[src/rtl/bdf_pkg.sv]
`default_nettype none
// ----------------------------------------------------------------------------
// bdf_pkg: shared definitions for the broadcast duplicate filter
// Table geometry, identifier hash, queue entry and control types.
// ----------------------------------------------------------------------------
package bdf_pkg;

  // Identifier and table geometry. TABLE_DEPTH is a power of two, so the
  // table index is the low part of the hash.
  localparam int ID_W        = 64;
  localparam int ID_BYTES    = 8;
  localparam int HASH_W      = 16;
  localparam int TABLE_DEPTH = 1024;
  localparam int IDX_W       = $clog2(TABLE_DEPTH);

  // Only the leading ID_BYTES bytes of an identifier take part.
  localparam logic [ID_W-1:0] ID_MASK = {ID_W{1'b1}} << (ID_W - 8 * ID_BYTES);

  // Depth of the queue between the front and the back.
  localparam int Q_DEPTH = 2;
  localparam int QPTR_W  = $clog2(Q_DEPTH);
  localparam int QCNT_W  = $clog2(Q_DEPTH + 1);

  // Back-end sequencer states.
  typedef enum logic [1:0] {
    ST_CLEAR,
    ST_IDLE,
    ST_LOOKUP
  } bdf_state_e;

  // One classified identifier waiting for the table lookup.
  typedef struct packed {
    logic [ID_W-1:0]  id;
    logic [IDX_W-1:0] idx;
  } bdf_entry_t;

  // Status that the back reports to the front.
  typedef struct packed {
    logic clearing;
    logic pop;
  } bdf_back_stat_t;

  // Byte-serial hash: rotate left by three, then XOR in the next byte,
  // first byte taken from the most significant end.
  function automatic logic [HASH_W-1:0] id_hash(input logic [ID_W-1:0] id);
    logic [HASH_W-1:0] h;
    h = '0;
    for (int i = 0; i < ID_BYTES; i++) begin
      h = {h[HASH_W-4:0], h[HASH_W-1:HASH_W-3]} ^
          {{(HASH_W-8){1'b0}}, id[ID_W-1-8*i -: 8]};
    end
    return h;
  endfunction

endpackage
`default_nettype wire

[src/rtl/bdf_if.sv]
`default_nettype none
// ----------------------------------------------------------------------------
// bdf_if: channel interfaces of the broadcast duplicate filter
// Valid/ready channels for identifier beats in and verdict beats out.
// ----------------------------------------------------------------------------

// Identifier channel.
interface bdf_in_if;
  logic                     valid;
  logic                     ready;
  logic [bdf_pkg::ID_W-1:0] bcast_id;

  modport source (output valid, output bcast_id, input ready);
  modport sink   (input valid, input bcast_id, output ready);
endinterface

`default_nettype wire

[src/rtl/bdf_front.sv]
`default_nettype none
// ----------------------------------------------------------------------------
// bdf_front: identifier intake and classification
// Masks each identifier, hashes it to a table index and queues the pair.
// ----------------------------------------------------------------------------
module bdf_front (
  input  wire logic                    clk_i,
  input  wire logic                    rst_ni,
  bdf_in_if.sink                       bcast_i,
  input  wire bdf_pkg::bdf_back_stat_t stat_i,
  output bdf_pkg::bdf_entry_t          entry_o,
  output logic                         entry_valid_o
);

  bdf_pkg::bdf_entry_t                entries_q [bdf_pkg::Q_DEPTH];
  logic [bdf_pkg::QPTR_W-1:0]         wr_ptr_q, wr_ptr_d;
  logic [bdf_pkg::QPTR_W-1:0]         rd_ptr_q, rd_ptr_d;
  logic [bdf_pkg::QCNT_W-1:0]         cnt_q, cnt_d;
  logic                               push;
  logic                               pop;
  logic [bdf_pkg::ID_W-1:0]           id_masked;
  logic [bdf_pkg::HASH_W-1:0]         hash;
  bdf_pkg::bdf_entry_t                new_entry;

  // Classify the incoming identifier.
  always_comb begin
    id_masked     = bcast_i.bcast_id & bdf_pkg::ID_MASK;
    hash          = bdf_pkg::id_hash(id_masked);
    new_entry.id  = id_masked;
    new_entry.idx = hash[bdf_pkg::IDX_W-1:0];
  end

  // No beat is taken while the table is being cleared or the queue is full.
  assign bcast_i.ready = !stat_i.clearing && (cnt_q != bdf_pkg::QCNT_W'(bdf_pkg::Q_DEPTH));
  assign push          = bcast_i.valid && bcast_i.ready;
  assign pop           = stat_i.pop;

  // Queue pointer and occupancy update.
  always_comb begin
    wr_ptr_d = wr_ptr_q;
    rd_ptr_d = rd_ptr_q;
    cnt_d    = cnt_q;
    if (push) begin
      wr_ptr_d = (wr_ptr_q == bdf_pkg::QPTR_W'(bdf_pkg::Q_DEPTH - 1)) ? '0 : wr_ptr_q + 1'b1;
    end
    if (pop) begin
      rd_ptr_d = (rd_ptr_q == bdf_pkg::QPTR_W'(bdf_pkg::Q_DEPTH - 1)) ? '0 : rd_ptr_q + 1'b1;
    end
    if (push && !pop) begin
      cnt_d = cnt_q + 1'b1;
    end else if (pop && !push) begin
      cnt_d = cnt_q - 1'b1;
    end
  end

  always_ff @(posedge clk_i or negedge rst_ni) begin
    if (!rst_ni) begin
      wr_ptr_q <= '0;
      rd_ptr_q <= '0;
      cnt_q    <= '0;
    end else begin
      wr_ptr_q <= wr_ptr_d;
      rd_ptr_q <= rd_ptr_d;
      cnt_q    <= cnt_d;
    end
  end

  // Queue storage.
  always_ff @(posedge clk_i) begin
    if (push) begin
      entries_q[wr_ptr_q] <= new_entry;
    end
  end

  assign entry_o       = entries_q[rd_ptr_q];
  assign entry_valid_o = (cnt_q != '0);

  // The queue never holds more than its depth.
  a_cnt_bound: assert property (@(posedge clk_i) disable iff (!rst_ni)
    cnt_q <= bdf_pkg::QCNT_W'(bdf_pkg::Q_DEPTH))
    else $error("bdf_front: queue occupancy overflow");

  // Nothing is popped from an empty queue.
  a_no_underflow: assert property (@(posedge clk_i) disable iff (!rst_ni)
    pop |-> entry_valid_o)
    else $error("bdf_front: pop from empty queue");

  // No identifier enters while the table clear is running.
  a_no_push_clear: assert property (@(posedge clk_i) disable iff (!rst_ni)
    stat_i.clearing |-> !push)
    else $error("bdf_front: beat accepted during table clear");

endmodule
`default_nettype wire

[src/flat_wrapper.sv]
// flat-port wrapper written by rule: the top's interface ports become plain ports
module bdf_front_flat 
  (clk_i, rst_ni, stat_i, entry_o, entry_valid_o, bcast_i_valid, bcast_i_bcast_id, bcast_i_ready);
  bdf_in_if bcast_i_i ();
  input  wire logic clk_i;
  input  wire logic rst_ni;
  input  wire bdf_pkg::bdf_back_stat_t stat_i;
  output bdf_pkg::bdf_entry_t entry_o;
  output logic entry_valid_o;
  input wire logic [$bits(bcast_i_i.valid)-1:0] bcast_i_valid;
  input wire logic [$bits(bcast_i_i.bcast_id)-1:0] bcast_i_bcast_id;
  output wire logic [$bits(bcast_i_i.ready)-1:0] bcast_i_ready;
  assign bcast_i_i.valid = bcast_i_valid;
  assign bcast_i_i.bcast_id = bcast_i_bcast_id;
  assign bcast_i_ready = bcast_i_i.ready;
  bdf_front u_core (.clk_i(clk_i), .rst_ni(rst_ni), .bcast_i(bcast_i_i), .stat_i(stat_i), .entry_o(entry_o), .entry_valid_o(entry_valid_o));
endmodule
[config.mk]
export PLATFORM = sky130hd
export DESIGN_NAME = bdf_front_flat
export DESIGN_NICKNAME = d
export VERILOG_FILES = /design/src/rtl/bdf_pkg.sv /design/src/rtl/bdf_if.sv /design/src/rtl/bdf_front.sv /design/src/flat_wrapper.sv
export SDC_FILE = /design/constraint.sdc
export NUM_CORES = 1
export LEC_CHECK = 0
export ABC_AREA = 1
export BUFFER_PORTS_ARGS = -buffer_cell sky130_fd_sc_hd__buf_2
export CAP_MARGIN = 30
export CORE_ASPECT_RATIO = 0.5
export CORE_UTILIZATION = 58
export DETAILED_ROUTE_END_ITERATION = 8
export PLACE_DENSITY = 0.84
export SLEW_MARGIN = 5
export SYNTH_ARGS = -nofsm -noshare
export SYNTH_HDL_FRONTEND = slang
export SYNTH_SLANG_ARGS = --single-unit
[constraint.sdc]
create_clock -name clk_i -period 10.66 [get_ports clk_i]
set_input_delay 1.599 -clock clk_i [delete_from_list [all_inputs] [get_ports clk_i]]
set_output_delay 1.599 -clock clk_i [all_outputs]
set_load 0.02 [all_outputs]
# ---- Word-level counts from Yosys, hierarchy flattened
# Memories as Yosys holds them, arrays and structs flattened.
# Cells that the tools add are included.
dict set report classes {
  n_addsub 4
  mul 0
  n_div 0
  n_lt_le_gt_ge 0
  n_eq_ne 1
  shifts 0
  mux 6
  n_bitwise 7
  reduce_logical 9
}
# cell count
set op_table {}
lappend op_table {{16-bit by 8-bit XOR with 16-bit output} 5}
lappend op_table {{11-bit by 8-bit XOR with 11-bit output} 1}
lappend op_table {{10-bit by 8-bit XOR with 10-bit output} 1}
lappend op_table {{1-bit logical AND} 4}
lappend op_table {{1-bit two-way mux} 4}
lappend op_table {{2-bit two-way mux} 2}
lappend op_table {{2-bit nonzero test} 2}
lappend op_table {{1-bit zero test} 3}
lappend op_table {{1-bit adder (second input constant)} 2}
lappend op_table {{2-bit by 1-bit adder with 2-bit output (second input constant)} 1}
lappend op_table {{2-bit != test (second input constant)} 1}
lappend op_table {{2-bit by 1-bit subtractor with 2-bit output (second input constant)} 1}
dict set report totals {
  ff_bits 4
  latchBits 0
  ramBits 148
  mem_bits_ro 0
  in_bits 69
  output_inout_bits 76
  memories 1
}
# name depth width read_ports rd_ports_with_merged_regs write_ports line_no
set memory_table {}
lappend memory_table {u_core.entries_q 2 74 1 0 1 bdf_front.sv:15} ;# bdf_pkg::bdf_entry_t entries_q [bdf_pkg::Q_DEPTH];

# ---- Longest topological paths before layout
# Gate-level depths: netlist (run 1).
dict set report logic_depth {
  ltp_word 7
  depth_mapped 9
  depth_no_buf 9
}

# ---- Worst setup path after synthesis (run 1)
# No wires, ideal clock.
dict set report synth_timing {
  path_type {input to register}
  from {input stat_i[1] (netlist name)}
  to {memory u_core.entries_q[0][0] (netlist name), enable pin}
  t_arrival_ns 4.925
  required_time_ns 10.153
  path_slack_ns 5.228
  path_stages 2
  path_cell_list {nand3b_1 > nor2_1}
}
dict set report synth_between {
  elab_chain_cells 5
}
# item line_no
set synth_rtl {}
lappend synth_rtl {{start, declared} flat_wrapper.sv:7} ;# input wire bdf_pkg::bdf_back_stat_t stat_i;
lappend synth_rtl {{1-bit zero test} bdf_front.sv:34} ;# assign bcast_i.ready = !stat_i.clearing && (cnt_q != bdf_pkg::QCNT_W'(bdf_pkg::Q_DEPTH));
lappend synth_rtl {{1-bit logical AND} bdf_front.sv:34}
lappend synth_rtl {{1-bit logical AND} bdf_front.sv:35} ;# assign push = bcast_i.valid && bcast_i.ready;
lappend synth_rtl {{1-bit two-way mux} bdf_front.sv:70} ;# if (push) begin
lappend synth_rtl {{1-bit two-way mux (implied by the code)} bdf_front.sv:71} ;# entries_q[wr_ptr_q] <= new_entry;
lappend synth_rtl {{end, declared} bdf_front.sv:15}
# Every way passes these cells.

==> impl_metrics.toml, run 1 <==
[run_status]
status = "completed"

[layout]
multi_input_area_um2 = 1530
regArea_um2 = 4550
antenna_cells = 0
fillers = 636
final_core_util = 0.750
final_nets = 575
area_growth_pct = 24.4
drive_above_1_share = 0.493

[setup_path]
path_cells = "buf_4 -> mux2_2 -> buf_2"
crit_fanout = 42
cpMaxStageDelayCell = "dfrtp_4"
path_depth = 3
slowest_delay_ns = 0.80
timing.rr.end = "u_core.entries_q[1][28]"
critical_path_class = "register to output port"
r2r_slack_ns = 8.65
reg2regPathDepth = 6
crit_path_end = "entry_o[40]"
startpoint = "u_core.rd_ptr_q"
cp.arrival_ns = 2.55
worstPathRequired_ns = 9.06
worstSetupStartpointType = "register"
r2r_start = "u_core.cnt_q[0]"
cp-end-kind = "output port"
critPathTopFamily = "buffers and inverters"
cp_num_buf_inv = 2

[sta]
fmax_mhz = 241
max-slew-margin-rel = 0.525
setup-tns-final_ns = 0
clock-skew-final_ns = 0.00561
final_max_slew_viol_count = 0
hold_slack_ns = 0.515
setup_viol = 0
timing.final.ws_setup_ns = 6.51
finalCritPeriodShare = 0.389
fin_crit_ns = 4.15
rsz0062_at_grt = "false"
worstMarginPinSlew_ns = 0.713
timing_hold_violations_final = 0

[pwr]
power_frac_clock = 0.307
powerDensity_nw_per_um2 = 259
switching_share = 0.298
p_leak_uw = 0.00318
power_frac_seq = 0.401
p_total_uw = 2000
p_sw_uw = 598
intPower_uw = 1410
vdd_drop_max_mv = 0.166
combPwrFrac = 0.292

[cts]
hold_buffers = 0
clock_path_buffers = 2
clkLatencyLatePin_ns = 0.41
cts_sinks = 152
cts.repair_timing.setup_buffer_count = 0
cts_resized = 0
root_buffer = "clkbuf_16"
clkTransAtPathRegs_ns = 0.06
cts_max_level = 4
cts_tree = "built"
numCtsBuffers = 17

[synth]
yosys_warnings = 0
syn_area_um2 = 6220
synth_seq_cells = 152
synth_area_per_cell_um2 = 18.0
synthesis.nets = 415
postSynthCellCount = 345
yosysSeqAreaShare = 0.731
synth_cell_types = 15

[routing]
drtAntennaViolNets = 0
drc = 0
num_vias = 3292
dr.pass1.iters = 4
wirelength_um = 10800
via_per_inst = 5.01
drt-initial-drc-count = 130
wire_per_inst_um = 16.4

[floorplan]
dieArea_um2 = 11200
row_count = 26
fp.dieH_um = 75.2
core_area_um2 = 10300
ios = 145
initial_core_util = 0.603
die_width_um = 148

[global_routing]
grt_max_degree = 75
grt_pass1_wl_um = 15800
grt_antenna_before_repair = 0
grt_pass1_vias = 3183
overflow = 0
grt_usage = 0.198

[placement]
gp_congestion = 0.704
pre_cts_slack_ns = 6.96
dp_hpwl_um = 6690
port_buffers = 144

[worst_hold_path]
min_from = "u_core.cnt_q[0]"
hold_class = "register to register"

[flow_run]
drv_cap = 0
-- worst min path at each step --
stage	end	slack [ns]	cells after the start
2_1_floorplan	u_core.cnt_q[0]	0.47	1
3_3_place_gp	u_core.cnt_q[0]	0.48	1
3_5_place_dp	u_core.cnt_q[0]	0.48	1
4_1_cts	u_core.cnt_q[0]	0.50	1
5_1_grt	u_core.cnt_q[0]	0.54	1
6_report	u_core.cnt_q[0]	0.52	1
-- synth_stat cells --
master / count / area [µm²]
edfxtp_1: 148 / 4440
mux2_4: 50 / 751
nand2_1: 46 / 173
mux2_2: 24 / 270
inv_1: 23 / 86.3
xnor2_1: 12 / 105
xor2_1: 12 / 105
buf_6: 6 / 67.6
nand3_1: 6 / 30.0
nand3b_1: 6 / 45.0
dfrtp_1: 4 / 100
nor2_1: 4 / 15.0
buf_2: 2 / 10.0
a21oi_1: 1 / 5.00
ha_1: 1 / 12.5
-- cell families after synthesis --
| logic type | after synthesis | synth area share |
|---|---|---|
| XOR/XNOR | 24 | 0.0338 |
| flip-flops | 152 | 0.731 |
| multiplexers | 74 | 0.164 |
| adder cells (fa/ha/maj) | 1 | 0.00201 |
| buffers and inverters | 31 | 0.0264 |
| AND/OR/NAND/NOR | 62 | 0.0422 |
| AO/OA/AOI/OAI | 1 | 0.000804 |
-- layout by cell type (no fill, tap or decap) --
cell	synthesis	final
nor2_4	0	2
clkinv_2	0	4
mux2_4	50	50
inv_6	0	1
ha_1	1	1
dfrtp_1	4	3
buf_12	0	1
buf_2	2	144
bufinv_16	0	4
nor2_1	4	2
xor2_1	12	12
nand3_1	6	6
edfxtp_1	148	148
clkinv_4	0	3
dfrtp_4	0	1
clkbuf_16	0	17
inv_1	23	23
buf_16	0	1
buf_4	0	3
clkbuf_1	0	1
clkinv_1	0	1
a21oi_1	1	1
nand2_1	46	46
nand3b_1	6	6
xnor2_1	12	12
mux2_2	24	24
-- flip-flops by register name, summed over array words and instances (netlist names) --
register and flops:
u_core.cnt_q 2, u_core.entries_q 148, u_core.wr_ptr_q 1, u_core.rd_ptr_q 1
-- routing by layer --
layer	GRT usage	wire (µm)	up-vias
met2	0.352	5760	96
met4	0.107	198	0
met3	0.0545	540	18
met5	0	0	-
li1	-	-	1599
met1	0.225	4280	1579
-- cell type report --
class / instances / area share
inverters: 23 / 0.0112
well taps: 140 / 0.0226
multi-input cells: 162 / 0.197
clock inverters: 13 / 0.0231
flip-flops and latches: 152 / 0.588
clock buffers: 18 / 0.0555
repair buffers: 149 / 0.102
-- per-stage QoR --
step / cells / area [µm²]
global placement: 624 / 7080
global route: 657 / 7730
detailed placement: 624 / 7080
floorplan: 345 / 6220
finish: 657 / 7730
CTS: 655 / 7690
-- power groups by stage --
stage / logic, µW / clock network, µW / registers (µW)
floorplan: 468 / 0 / 784
global placement: 570 / 0 / 813
detailed placement: 579 / 0 / 818
CTS: 584 / 622 / 806
global route: 622 / 646 / 812
finish: 585 / 615 / 803
Note: power is estimated with default switching activity, not from simulation.
==> run 2: changes to the inputs <==
--- a/config.mk
+++ b/config.mk
@@ -9,9 +9,9 @@
 export BUFFER_PORTS_ARGS = -buffer_cell sky130_fd_sc_hd__buf_2
 export CAP_MARGIN = 30
 export CORE_ASPECT_RATIO = 0.5
-export CORE_UTILIZATION = 58
+export CORE_UTILIZATION = 48
 export DETAILED_ROUTE_END_ITERATION = 8
-export PLACE_DENSITY = 0.84
+export PLACE_DENSITY = 0.74
 export SLEW_MARGIN = 5
 export SYNTH_ARGS = -nofsm -noshare
 export SYNTH_HDL_FRONTEND = slang
==> constraint.sdc (replaced) <==
create_clock -name clk_i -period 3.59 [get_ports clk_i]
set_input_delay 0.5385 -clock clk_i [delete_from_list [all_inputs] [get_ports clk_i]]
set_output_delay 0.5385 -clock clk_i [all_outputs]
set_load 0.02 [all_outputs]
==> impl_metrics.toml, run 2 (same netlist as run 1, synthesis figures left out) <==
[pwr]
powerDensity_nw_per_um2 = 754
vdd_drop_max_mv = 0.404
p_total_uw = 5840
p_leak_uw = 0.00315

[global_routing]
grt_pass1_wl_um = 16100
grt_max_degree = 66
met3_usage = 0.0445
grt_use_met2 = 0.283
grt.busiest_layer = "met2"
grt_pass1_vias = 3293
overflow = 0
grt.met1_usage = 0.194
grt_antenna_before_repair = 0
grt_usage = 0.163

[routing]
drc = 0
num_vias = 3277
drtAntennaViolNets = 0
wirelength_um = 10600
dr.pass1.iters = 4
via_per_inst = 4.80
wire_per_inst_um = 15.5
drt-initial-drc-count = 132

[setup_path]
worstSetupStartpointType = "register"
reg2regPathDepth = 5
worstPathRequired_ns = 3.05
crit_fanout = 34
cp-end-kind = "output port"
critPathTopFamily = "flip-flops"
cp.arrival_ns = 2.11
path_cells = "buf_4 -> mux2_4 -> buf_2"
cp_num_buf_inv = 2
critical_path_class = "register to output port"
slowest_delay_ns = 0.77
cpMaxStageDelayCell = "dfrtp_4"
path_depth = 3

[cts]
cts_max_level = 4
cts.repair_timing.setup_buffer_count = 0
clkLatencyLatePin_ns = 0.40
clkTransAtPathRegs_ns = 0.06
cts_resized = 0
numCtsBuffers = 17
cts_sinks = 152
cts_tree = "built"
clock_path_buffers = 2
root_buffer = "clkbuf_16"

[worst_hold_path]
hold_class = "input port to register"
holdPathStages = 1

[sta]
finalCritPeriodShare = 0.738
setup_viol = 0
timing.final.ws_setup_ns = 0.942
fin_crit_ns = 2.65
clock-skew-final_ns = 0.0107
rsz0062_at_grt = "false"
worstMarginPinSlew_ns = 0.597
max-slew-margin-rel = 0.601
fmax_mhz = 378
timing_hold_violations_final = 0
final_max_slew_viol_count = 0
setup-tns-final_ns = 0

[layout]
antenna_cells = 0
final_cell_mix = "edfxtp_1 (148), buf_2 (144), mux2_4 (50), nand2_1 (46), mux2_2 (24)"
layout_commonest_cell = "edfxtp_1"
fillers = 925
multi_input_area_um2 = 1530
drive_above_1_share = 0.490
top_regs = "u_core.entries_q x148, u_core.cnt_q x2"
area_growth_pct = 24.5
regArea_um2 = 4550
final_nets = 575
largest_reg_flops = 148
regMostFlops = "u_core.entries_q"

[floorplan]
core_area_um2 = 12200
fp.dieH_um = 82.5
initial_core_util = 0.509
row_count = 28
ios = 145
die_width_um = 163
dieArea_um2 = 13400

[run_status]
status = "completed"

[placement]
pre_cts_slack_ns = 1.30
gp_congestion = 0.700
dp_hpwl_um = 7000
port_buffers = 144

[flow_run]
drv_cap = 0
==> run 2: final timing paths <==
path                                       from                 endpoint  slack, ns
hold / removal             bcast_i_bcast_id[21]  u_core.entries_q[0][31]       0.32
setup reg to reg                u_core.cnt_q[0]   u_core.entries_q[0][8]       1.52
max in group asynchronous                rst_ni          u_core.rd_ptr_q       2.96
setup / recovery                u_core.rd_ptr_q               entry_o[2]       0.94
hold reg to reg                 u_core.cnt_q[0]          u_core.cnt_q[0]       0.51
min in group asynchronous                rst_ni          u_core.wr_ptr_q       0.48
==> run 2: layer usage <==
layer  routed length [µm]  vias to the layer above
met5                    0                        -
li1                     -                     1582
met3                  426                       13
met2                 5490                       74
met1                 4520                     1608
met4                  136                        0
==> run 2: area by class of cell <==
cell class | count | share of cell area
multi-input cells | 162 | 0.197
well taps | 165 | 0.0267
clock buffers | 17 | 0.0549
clock inverters | 15 | 0.0196
flip-flops and latches | 152 | 0.587
repair buffers | 149 | 0.103
inverters | 23 | 0.0112
==> run 2: stage by stage <==
stage | cells | util | hold WS (ns) | area (µm²)
after global routing | 683 | 0.633 | 0.300 | 7740
after CTS | 683 | 0.633 | 0.300 | 7740
final | 683 | 0.633 | 0.320 | 7740
after global placement | 650 | 0.585 | 0.352 | 7160
after detailed placement | 650 | 0.585 | 0.353 | 7160
after floorplan | 345 | - | 0.243 | 6220
==> run 2: report_power, final <==
part,leakage [µW],switching (µW),total [µW],internal (µW)
logic,0.00148,953,1750,800
clock network,0.000273,691,1720,1020
registers,0.00140,146,2370,2220
total,0.00315,1790,5840,4050
==> run 2: what timing repair did <==
action,in CTS,in global routing
setup endpoints to repair,0,0
hold buffers,1,0
hold endpoints to repair,4,0
==> run 3: changes to the inputs <==
==> constraint.sdc (replaced) <==
create_clock -name clk_i -period 2.23 [get_ports clk_i]
set_input_delay 0.3345 -clock clk_i [delete_from_list [all_inputs] [get_ports clk_i]]
set_output_delay 0.3345 -clock clk_i [all_outputs]
set_load 0.02 [all_outputs]
==> impl_metrics.toml, run 3 (same netlist as run 1, synthesis figures left out) <==
[flow_run]
drv_cap = 0

[routing]
drt-initial-drc-count = 180
drtAntennaViolNets = 0
wire_per_inst_um = 15.5
drc = 0
wirelength_um = 10600
num_vias = 3300
dr.pass1.iters = 4
via_per_inst = 4.83

[floorplan]
row_count = 28
dieArea_um2 = 13400
core_area_um2 = 12200
fp.dieH_um = 82.5
ios = 145
initial_core_util = 0.509
die_width_um = 163

[worst_hold_path]
hold_class = "input port to register"
min_from = "bcast_i_bcast_id[27]"

[setup_path]
cp.arrival_ns = 1.74
worstSetupStartpointType = "register"
cp-end-kind = "output port"
crit_fanout = 37
startpoint = "u_core.rd_ptr_q"
r2r_start = "u_core.cnt_q[0]"
critical_path_class = "register to output port"
worstPathRequired_ns = 1.90

[placement]
gp_congestion = 0.693
port_buffers = 144
post-place-cells = 650
dpl_cell_area_um2 = 7170
dp_hpwl_um = 6720
pre_cts_slack_ns = 0.523

[sta]
finalCritPeriodShare = 0.930
timing_hold_violations_final = 0
setup_viol = 0
setup-tns-final_ns = 0
worstMarginPinSlew_ns = 0.435
fin_crit_ns = 2.07
final_max_slew_viol_count = 0
fmax_mhz = 482
rsz0062_at_grt = "false"
timing.final.ws_setup_ns = 0.156
max-slew-margin-rel = 0.710
clock-skew-final_ns = 0.00641

[global_routing]
grt_antenna_before_repair = 0
overflow = 0
grt_pass1_wl_um = 15500
grt_max_degree = 75
grt_pass1_vias = 3240
grt_usage = 0.161

[cts]
cts_tree = "built"
clkLatencyLatePin_ns = 0.41
root_buffer = "clkbuf_16"
numCtsBuffers = 17
clock_path_buffers = 2
cts_sinks = 152
cts_max_level = 4
clkTransAtPathRegs_ns = 0.06
cts.repair_timing.setup_buffer_count = 0

[pwr]
p_total_uw = 9610
p_leak_uw = 0.00317
powerDensity_nw_per_um2 = 1230
vdd_drop_max_mv = 0.749

[layout]
regArea_um2 = 4550
final_cells = 683
largest_reg_flops = 148
antenna_cells = 0
regMostFlops = "u_core.entries_q"
drive_above_1_share = 0.488
area_growth_pct = 25.2
multi_input_area_um2 = 1530
fillers = 887
final_nets = 575
layout_commonest_cell = "edfxtp_1"
fin_area_um2 = 7790
final_cell_mix = "edfxtp_1 (148), buf_2 (144), mux2_4 (50), nand2_1 (46), mux2_2 (24)"
top_regs = "u_core.entries_q x148, u_core.cnt_q x2"

[run_status]
status = "completed"
## run 3: changes by cell type in the layout (fill, tap and decap cells not counted)
cell	change
clkbuf_1	+1
bufinv_16	+2
clkinv_2	+1
buf_12	+1
clkinv_4	-3
inv_6	-2
buf_4	-1
clkinvlp_4	+1
## run 3: per-stage QoR
stage | utilization | hold WS, ns
after floorplan | - | 0.0389
after detailed placement | 0.586 | 0.152
after global placement | 0.586 | 0.152
after global routing | 0.637 | 0.0890
final | 0.637 | 0.104
after CTS | 0.637 | 0.0864
## run 3: path summary, 6_finish.rpt
path	endpoint	slack [ns]	cells past startpoint
worst max-delay path	entry_o[41]	0.16	3
worst min-delay path	u_core.entries_q[0][37]	0.10	1
worst max register to register	u_core.entries_q[0][6]	0.50	5
worst min register to register	u_core.cnt_q[0]	0.51	1
max in group asynchronous	u_core.rd_ptr_q	1.83	2
min in group asynchronous	u_core.cnt_q[0]	0.26	2
## run 3: what timing repair did
| item | CTS | global route |
|---|---|---|
| hold buffers | 1 | 0 |
| gates resized for setup | 0 | 0 |
| setup endpoints to repair | 0 | 0 |
| endpoints found under the hold margin | 4 | 0 |
## run 3: critical path, stage by stage, from the launching register on
cell     delay, ns
dfrtp_4       0.50
buf_12        0.29
mux2_2        0.37
buf_2         0.16
## run 3: layer usage
| metal | GRT usage | up-vias | part of all wire |
|---|---|---|---|
| li1 | - | 1586 | - |
| met1 | 0.174 | 1621 | 0.42 |
| met2 | 0.293 | 78 | 0.52 |
| met3 | 0.0465 | 15 | 0.045 |
| met4 | 0.0869 | 0 | 0.018 |
| met5 | 0 | - | 0 |
## run 3: report_power, final
part | leakage (µW) | switching (µW) | internal (µW) | total, µW
clock | 0.000285 | 1090 | 1860 | 2950
sequential | 0.00140 | 132 | 3580 | 3720
combinational | 0.00149 | 1630 | 1310 | 2950
total | 0.00317 | 2850 | 6750 | 9610
## run 3: cell type report
| class | instances | area share |
|---|---|---|
| Inverter | 23 | 0.0111 |
| Timing Repair Buffer | 149 | 0.104 |
| Sequential cell | 152 | 0.584 |
| Tap cell | 165 | 0.0265 |
| Clock buffer | 18 | 0.0551 |
| Clock inverter | 14 | 0.0231 |
| Multi-Input combinational cell | 162 | 0.196 |
